$ cat src/afa_ram.sv
// Generic simple dual-port RAM with one write port and a registered read port.
`default_nettype none

module afa_ram #(
  parameter int unsigned WIDTH = 8,
  parameter int unsigned DEPTH = 16
) (
  input  wire logic                     clk_i,
  input  wire logic                     we_i,
  input  wire logic [$clog2(DEPTH)-1:0] waddr_i,
  input  wire logic [WIDTH-1:0]         wdata_i,
  input  wire logic [$clog2(DEPTH)-1:0] raddr_i,
  output logic      [WIDTH-1:0]         rdata_o
);

  logic [WIDTH-1:0] mem_q [DEPTH];

  // Write the addressed entry, register the read word
  always_ff @(posedge clk_i) begin
    if (we_i) begin
      mem_q[waddr_i] <= wdata_i;
    end
    rdata_o <= mem_q[raddr_i];
  end

endmodule

`default_nettype wire
$ cat config.mk
export PLATFORM = sky130hd
export DESIGN_NAME = afa_ram
export DESIGN_NICKNAME = d
export VERILOG_FILES = /design/src/afa_ram.sv
export SDC_FILE = /design/constraint.sdc
export NUM_CORES = 1
export LEC_CHECK = 0
export BUFFER_PORTS_ARGS = -buffer_cell sky130_fd_sc_hd__clkbuf_2
export CORE_ASPECT_RATIO = 0.6
export CORE_MARGIN = 2
export CORE_UTILIZATION = 25
export CTS_CLUSTER_SIZE = 30
export DETAILED_ROUTE_END_ITERATION = 12
export HOLD_SLACK_MARGIN = 0.05
export MAX_ROUTING_LAYER = met4
export PLACE_DENSITY_LB_ADDON = 0.05
export SYNTH_ARGS = -nofsm -noshare
export SYNTH_HDL_FRONTEND = slang
export SYNTH_SLANG_ARGS = --single-unit
$ cat constraint.sdc
create_clock -name clk_i -period 5.16 [get_ports clk_i]
set_clock_uncertainty 0.15 [all_clocks]
set_input_delay 0.516 -clock clk_i [delete_from_list [all_inputs] [get_ports clk_i]]
set_output_delay 0.516 -clock clk_i [all_outputs]
set_load 0.02 [all_outputs]
=== Yosys cells after proc, flatten, opt, wreduce, memory -nomap -nowiden ===
Memory sizes are Yosys's and may differ from the RTL's. A register that Yosys moved wholly into a read port is not among the register bits.
Cells that the tools add are included.

* Register bits: 0
* Memory bits (writable): 128
* Input port bits: 18
* Word-level logic and storage cells: 3
* Memories: 1

{| class="wikitable"
|+ Memory list
! memory !! depth !! width !! rd ports !! clocked after Yosys merged registers in !! write ports !! line !! text
|-
| mem_q || 16 || 8 || 1 || 1 || 1 || 16 || <nowiki>logic [WIDTH-1:0] mem_q [DEPTH];</nowiki>
|}

* Multiplexer cells: 2

{| class="wikitable"
|+ Operator list
! cell !! count
|-
| 2-to-1 mux 1 bit || 2
|}

=== Logic depth before layout (Yosys ltp) ===
Gate-level depths: netlist of run 1.

* Depth in word-level cells: 2
* Mapped depth: 5

=== Worst setup path before layout of run 1 ===
No wires, ideal clock.

* Kind: input-to-reg
* From: in waddr_i[2]
* To: mem mem_q[0][0] (enable)
* Arrival: 1.626 ns
* Data required time: 4.627 ns
* Setup slack: 3.001 ns
* Stages: 2
* Cell sequence: or3b_2 -> nor3_1

{| class="wikitable"
|+ RTL lines
! item !! line !! text
|-
| start: declaration || 10 || <nowiki>input wire logic [$clog2(DEPTH)-1:0] waddr_i,</nowiki>
|-
| end: declaration || 16 ||
|}

Straight into the memory's write port.

==> results by group, run 1 <==
Routing
  • WL final: 12.9 mm
  • DRC: 0
  • Vias per cell: 4.35
  • Iteration count of the initial detailed-routing pass: 4
  • Routed Antenna Nets: 0
  • Via count: 2411
  • WL/cell: 23.2 um
  • 1st-iter DRT viols: 180

STA
  • Period utilisation layout: 0.460
  • # setup viols final: 0
  • Final Hold Viols: 0
  • RSZ-0062 raised after global routing: false
  • Crit path time final: 2370 ps
  • Least-Margin Pin Slew: 1220 ps
  • Slew headroom: 0.186
  • Final max-slew violation count: 0
  • Fmax: 0.422 GHz
  • Setup TNS: 0 ps

Place
  • Final HPWL DP: 7.97 mm
  • RD Place Congestion: 0.630
  • IO buf count: 25

Logic synthesis
  • Synth Area in Simple Gates: 0.0318
  • Main combinational cell family by area after synthesis: multiplexers
  • Synth Register Bits: 136
  • Compound-Gate Fraction of Synth Area: 0.0233
  • Yosys warning total: 0
  • Xor and xnor area share after synthesis: 0
  • Seq/Total Area, Yosys: 0.778
  • Post-Syn Nets: 247
  • Mean post-synth cell area: 22.5 um^2
  • Synth cell types: 19
  • Synth Instances: 229
  • Mux contribution to synthesized area: 0.150
  • Adder-cell share of the synthesized area: 0
  • Post-Syn Area: 5150 um^2

Setup path
  • Critical path required time: 5310 ps
  • WP data arrival: 2520 ps
  • Critical-path maximum fanout: 22
  • Setup crit end kind: flip-flop
  • Crit Path Class: in -> reg
  • Crit path launch type: input pin

Clocking
  • Depth of the CTS H-tree: 4
  • Clk Latency, worst-skew pair: 420 ps
  • Sink Count: 136
  • CTS Hold Buffers Added: 0
  • CTS clk-pin slew, worst paths: 60 ps
  • Clock Tree Root: clkbuf_16
  • TritonCTS clock tree: yes
  • TritonCTS buffer count: 17
  • Clk buf depth: 2
  • Post-CTS setup buffers: 0
  • CTS resizes: 0

Finish
  • Area grow syn2layout: 18.4%
  • Post-route core utilization: 0.303
  • Final nets: 286
  • Share of cells above drive strength 1: 0.281
  • Antenna cells: 0

Die
  • Die Area: 21800 um^2
  • Chip height: 115 um
  • IO Pins: 26
  • CORE AREA: 20100 um^2
  • Initial Utilization: 0.256
  • # rows: 40
  • Die X-Extent: 189 um

Run
  • Max-Cap Viols: 0

Worst hold path
  • Worst Hold Class: in -> reg

Global route
  • Antenna violations before repair: 0
  • Largest net degree at the start of global routing: 33
  • Global-route wire length before repair: 18.8 mm
  • Global route overflow: 0
  • Vias in the first global route: 2638
  • All-Layer GR Usage: 0.132

Status
  • Outcome: finished clean

Power
  • PwrDens: 402 nW/um^2
  • LEAKAGE: 1.98 nW
  • VDD IR-drop max: 0.207 mV
## cells in the final DEF (no fill, tap or decap)
master / n
clkinvlp_4: 4
edfxtp_1: 128
dfxtp_1: 8
mux4_1: 14
clkbuf_16: 17
clkbuf_8: 1
nor2b_1: 1
and2b_1: 1
nand3_1: 1
clkbuf_2: 25
clkinv_4: 3
nor2_1: 13
and2_1: 1
or3b_2: 1
clkbuf_1: 2
nand2b_1: 2
nor3_1: 4
a22oi_1: 16
buf_4: 5
mux4_2: 18
nand2_1: 9
clkinv_2: 5
nand3b_1: 2
## cell usage after synthesis, drive strengths merged
cell type	n	area (um^2)
or3b	1	8.76
nor2	13	48.8
a22oi	16	120
buf	7	56.3
nand3b	2	15.0
clkdlybuf4s25	3	30.0
mux4	32	773
nor3	4	20.0
and2	1	6.26
nand2	9	33.8
and2b	1	7.51
edfxtp	128	3840
nand2b	2	12.5
nand3	1	5.00
dfxtp	8	160
nor2b	1	6.26
## layout make-up
class	instances	area, um^2
sequential	136	4000
tap	273	342
fill	1978	14000
clock inverter	12	81.3
multi-input combinational	83	1060
timing repair buffer	30	163
clock buffer	20	447
## power by group
| part | leakage [nW] | total, mW | internal, mW | switching (mW) |
|---|---|---|---|---|
| Sequential | 1.22 | 1.24 | 1.24 | 0.00713 |
| Clock | 0.252 | 1.08 | 0.623 | 0.458 |
| Combinational | 0.500 | 0.123 | 0.0451 | 0.0780 |
## logic make-up after synthesis
family	count (synthesis)
flip-flops	136
AND/OR/NAND/NOR	35
multiplexers	32
AO/OA/AOI/OAI	16
buffers and inverters	10
## final timing paths
check / slack [ps] / endpoint / cells past startpoint / startpoint
max reg2reg: 3650 / rdata_o[5] / 3 / mem_q[8][5]
min: 390 / mem_q[13][4] / 1 / wdata_i[4]
min reg2reg: 530 / rdata_o[1] / 3 / mem_q[15][1]
max: 2790 / rdata_o[2] / 5 / raddr_i[0]
## worst max-delay path, cell delays in order
cell      delay, ps
clkbuf_2        700
buf_4           380
mux4_1          570
a22oi_1         260
nand2_1          80
## sequential cells by signal (all words and copies together) (netlist names)
signal / flops
rdata_o: 8
mem_q: 128
## metrics by stage
step,hold WS (ps),worst slack [ps],instances,area (um^2),total power [mW]
2_1_floorplan,465,3000,229,5150,1.34
3_3_place_gp,500,2300,522,5570,1.39
3_5_place_dp,514,2250,522,5570,1.39
4_1_cts,369,2710,554,6090,2.49
5_1_grt,391,2610,554,6090,2.54
6_report,395,2790,554,6090,2.45
## layer usage
layer	share of wire	vias to the layer above	global-route usage
met4	0.011	0	0.0465
met2	0.45	59	0.187
met5	0	-	-
met1	0.48	1285	0.184
li1	-	1054	-
met3	0.059	13	0.0351
Power figures use the tool's default switching activity.
==> run 2: changes to the inputs <==
Clock period 5.16 ns to 2.1 ns, I/O delays scaled along.
==> run 2 against run 1 <==
Worst setup slack got worse by 2200 ps; hold slack got worse by 310 ps; non-clock buffer count increased by 21; die area unchanged; sequential power increased by 150%; count of clock-buffer cells in the layout decreased by 2; design area increased by 4.9%; core utilization increased by 1.5 points; combinational power increased to 2.6 times the previous value.
==> results by group, run 2 (synthesized netlist as in run 1, its figures left out) <==
Status
  • Outcome: finished clean (unchanged)

Finish
  • Max FFs per register: 128 (unchanged)
  • Share of cells above drive strength 1: 0.332 (was 0.281)
  • Most frequent cells in the layout: edfxtp_1, clkbuf_2, buf_4, mux4_2, clkbuf_16 (was edfxtp_1, clkbuf_2, mux4_2, clkbuf_16, a22oi_1)
  • Largest registers: mem_q: 128 flops, rdata_o: 8 flops (unchanged)
  • Antenna cells: 0 (unchanged)
  • Most common cell after layout, fill and taps aside: edfxtp_1 (unchanged)
  • Final nets: 307 (was 286)
  • Post-Layout Inst Area: 6390 um^2 (was 6090 um^2)
  • Area grow syn2layout: 24.2% (was 18.4%)
  • Largest Register: mem_q (unchanged)

STA
  • Final max-slew violation count: 0 (unchanged)
  • Setup TNS: 0 ps (unchanged)
  • # setup viols final: 0 (unchanged)
  • Final Hold Viols: 0 (unchanged)
  • Period utilisation layout: 0.728
  • Least-Margin Pin Slew: 990 ps (was 1220 ps)
  • RSZ-0062 raised after global routing: false (unchanged)
  • Slew headroom: 0.338 (was 0.186)
  • Fmax: 0.654 GHz
  • Hold Slack: 84.4 ps (was 395 ps)
  • Crit path time final: 1530 ps

Clocking
  • Depth of the CTS H-tree: 4 (unchanged)
  • Clk Latency, worst-skew pair: 420 ps (about the same)
  • CTS resizes: 0 (unchanged)
  • TritonCTS buffer count: 17 (unchanged)
  • TritonCTS clock tree: yes (unchanged)
  • Clk buf depth: 2 (unchanged)
  • CTS Hold Buffers Added: 0 (unchanged)
  • Clock Tree Root: clkbuf_16 (unchanged)
  • CTS clk-pin slew, worst paths: 60 ps (about the same)
  • Sink Count: 136 (unchanged)
  • Post-CTS setup buffers: 0 (unchanged)

Die
  • Chip height: 115 um (unchanged)
  • # rows: 40 (unchanged)
  • CORE AREA: 20100 um^2 (unchanged)
  • Initial Utilization: 0.256 (unchanged)
  • Die X-Extent: 189 um (unchanged)
  • IO Pins: 26 (unchanged)
  • Die Area: 21800 um^2 (unchanged)

Setup path
  • Crit path launch type: flip-flop (was input pin)
  • Crit Path Class: reg -> reg (was in -> reg)
  • Setup crit end kind: flip-flop (unchanged)
  • WP data arrival: 1670 ps (was 2520 ps)
  • Critical path required time: 2240 ps (was 5310 ps)
  • R2r startpoint: mem_q[9][5] (was mem_q[8][5])
  • Critical-path maximum fanout: 1 (was 22)
  • CP startpoint: mem_q[9][5] (was raddr_i[0])

Power
  • LEAKAGE: 2.15 nW (was 1.98 nW)
  • Tot Pwr: 6.59 mW (was 2.45 mW)
  • Power share of the clock group: 0.488 (was 0.442)
  • Combinational Power Share: 0.048 (was 0.050)
  • Sw frac: 0.202 (was 0.222)
  • PwrDens: 1030 nW/um^2 (was 402 nW/um^2)
  • VDD IR-drop max: 0.620 mV (was 0.207 mV)
  • Int Pwr: 5.26 mW (was 1.90 mW)
  • Switch Pwr: 1.33 mW (was 0.544 mW)
  • Seq pwr share: 0.464 (was 0.508)

Global route
  • Global route overflow: 0 (unchanged)
  • Largest net degree at the start of global routing: 19 (was 33)
  • Vias in the first global route: 2581 (was 2638)
  • Antenna violations before repair: 0 (unchanged)
  • Global-route wire length before repair: 18.2 mm (was 18.8 mm)
  • All-Layer GR Usage: 0.128 (was 0.132)

Routing
  • Routed Antenna Nets: 0 (unchanged)
  • Iteration count of the initial detailed-routing pass: 4 (unchanged)
  • WL/cell: 21.4 um (was 23.2 um)
  • WL final: 12.3 mm (was 12.9 mm)
  • Via count: 2413 (was 2411)
  • Vias per cell: 4.20 (was 4.35)
  • DRC: 0 (unchanged)
  • 1st-iter DRT viols: 149 (was 180)

Place
  • Final HPWL DP: 8.19 mm (was 7.97 mm)
  • IO buf count: 25 (unchanged)
  • RD Place Congestion: 0.667 (was 0.630)
  • Placed Area: 5760 um^2 (was 5570 um^2)

Worst hold path
  • Worst hold start: wdata_i[5] (was wdata_i[4])
  • Worst Hold Class: in -> reg (unchanged)

Run
  • Max-Cap Viols: 0 (unchanged)
-- run 2: cell count changes in the layout (fill, tap and decap cells not counted), sizes merged --
| cell | change |
|---|---|
| buf | +21 |
| bufinv | +5 |
| clkbuf | -2 |
| clkinv | -4 |
-- run 2: critical path, cell delays in order (launching register included) --
cell and delay (ps):
edfxtp_1 350, mux4_1 560, a22oi_1 260, nand2_1 90
-- run 2: path summary, 6_finish.rpt --
check | to | slack, ps | depth (start not counted)
max reg2reg | rdata_o[5] | 570 | 3
min | mem_q[9][5] | 80 | 1
min reg2reg | rdata_o[2] | 530 | 3
max | rdata_o[5] | 570 | 3
-- run 2: area by class of cell --
cell class / count / area (um^2)
fillers: 1952 / 13700
clock inverters: 13 / 204
well taps: 273 / 342
flip-flops and latches: 136 / 4000
clock buffers: 18 / 429
repair buffers: 51 / 358
multi-input cells: 83 / 1060
-- run 2: through the flow --
| stage | utilization | std cells | worst slack [ps] |
|---|---|---|---|
| global route | 0.318 | 574 | 459 |
| finish | 0.318 | 574 | 572 |
| global placement | 0.286 | 543 | 188 |
| floorplan | - | 229 | 247 |
| detailed placement | 0.286 | 543 | 219 |
| CTS | 0.318 | 574 | 537 |
-- run 2: metal layers --
layer	GRT usage	wire, um	vias up
met5	-	0	-
met4	0.0496	130	0
met3	0.0333	452	12
met2	0.183	5450	39
met1	0.174	6220	1272
li1	-	-	1090
-- run 2: power by group through the flow --
stage,registers (mW),clock network [mW],logic (mW)
floorplan,3.13,0,0.154
global placement,3.11,0,0.334
detailed placement,3.11,0,0.332
CTS,3.06,3.30,0.333
global route,3.06,3.40,0.351
finish,3.05,3.21,0.318
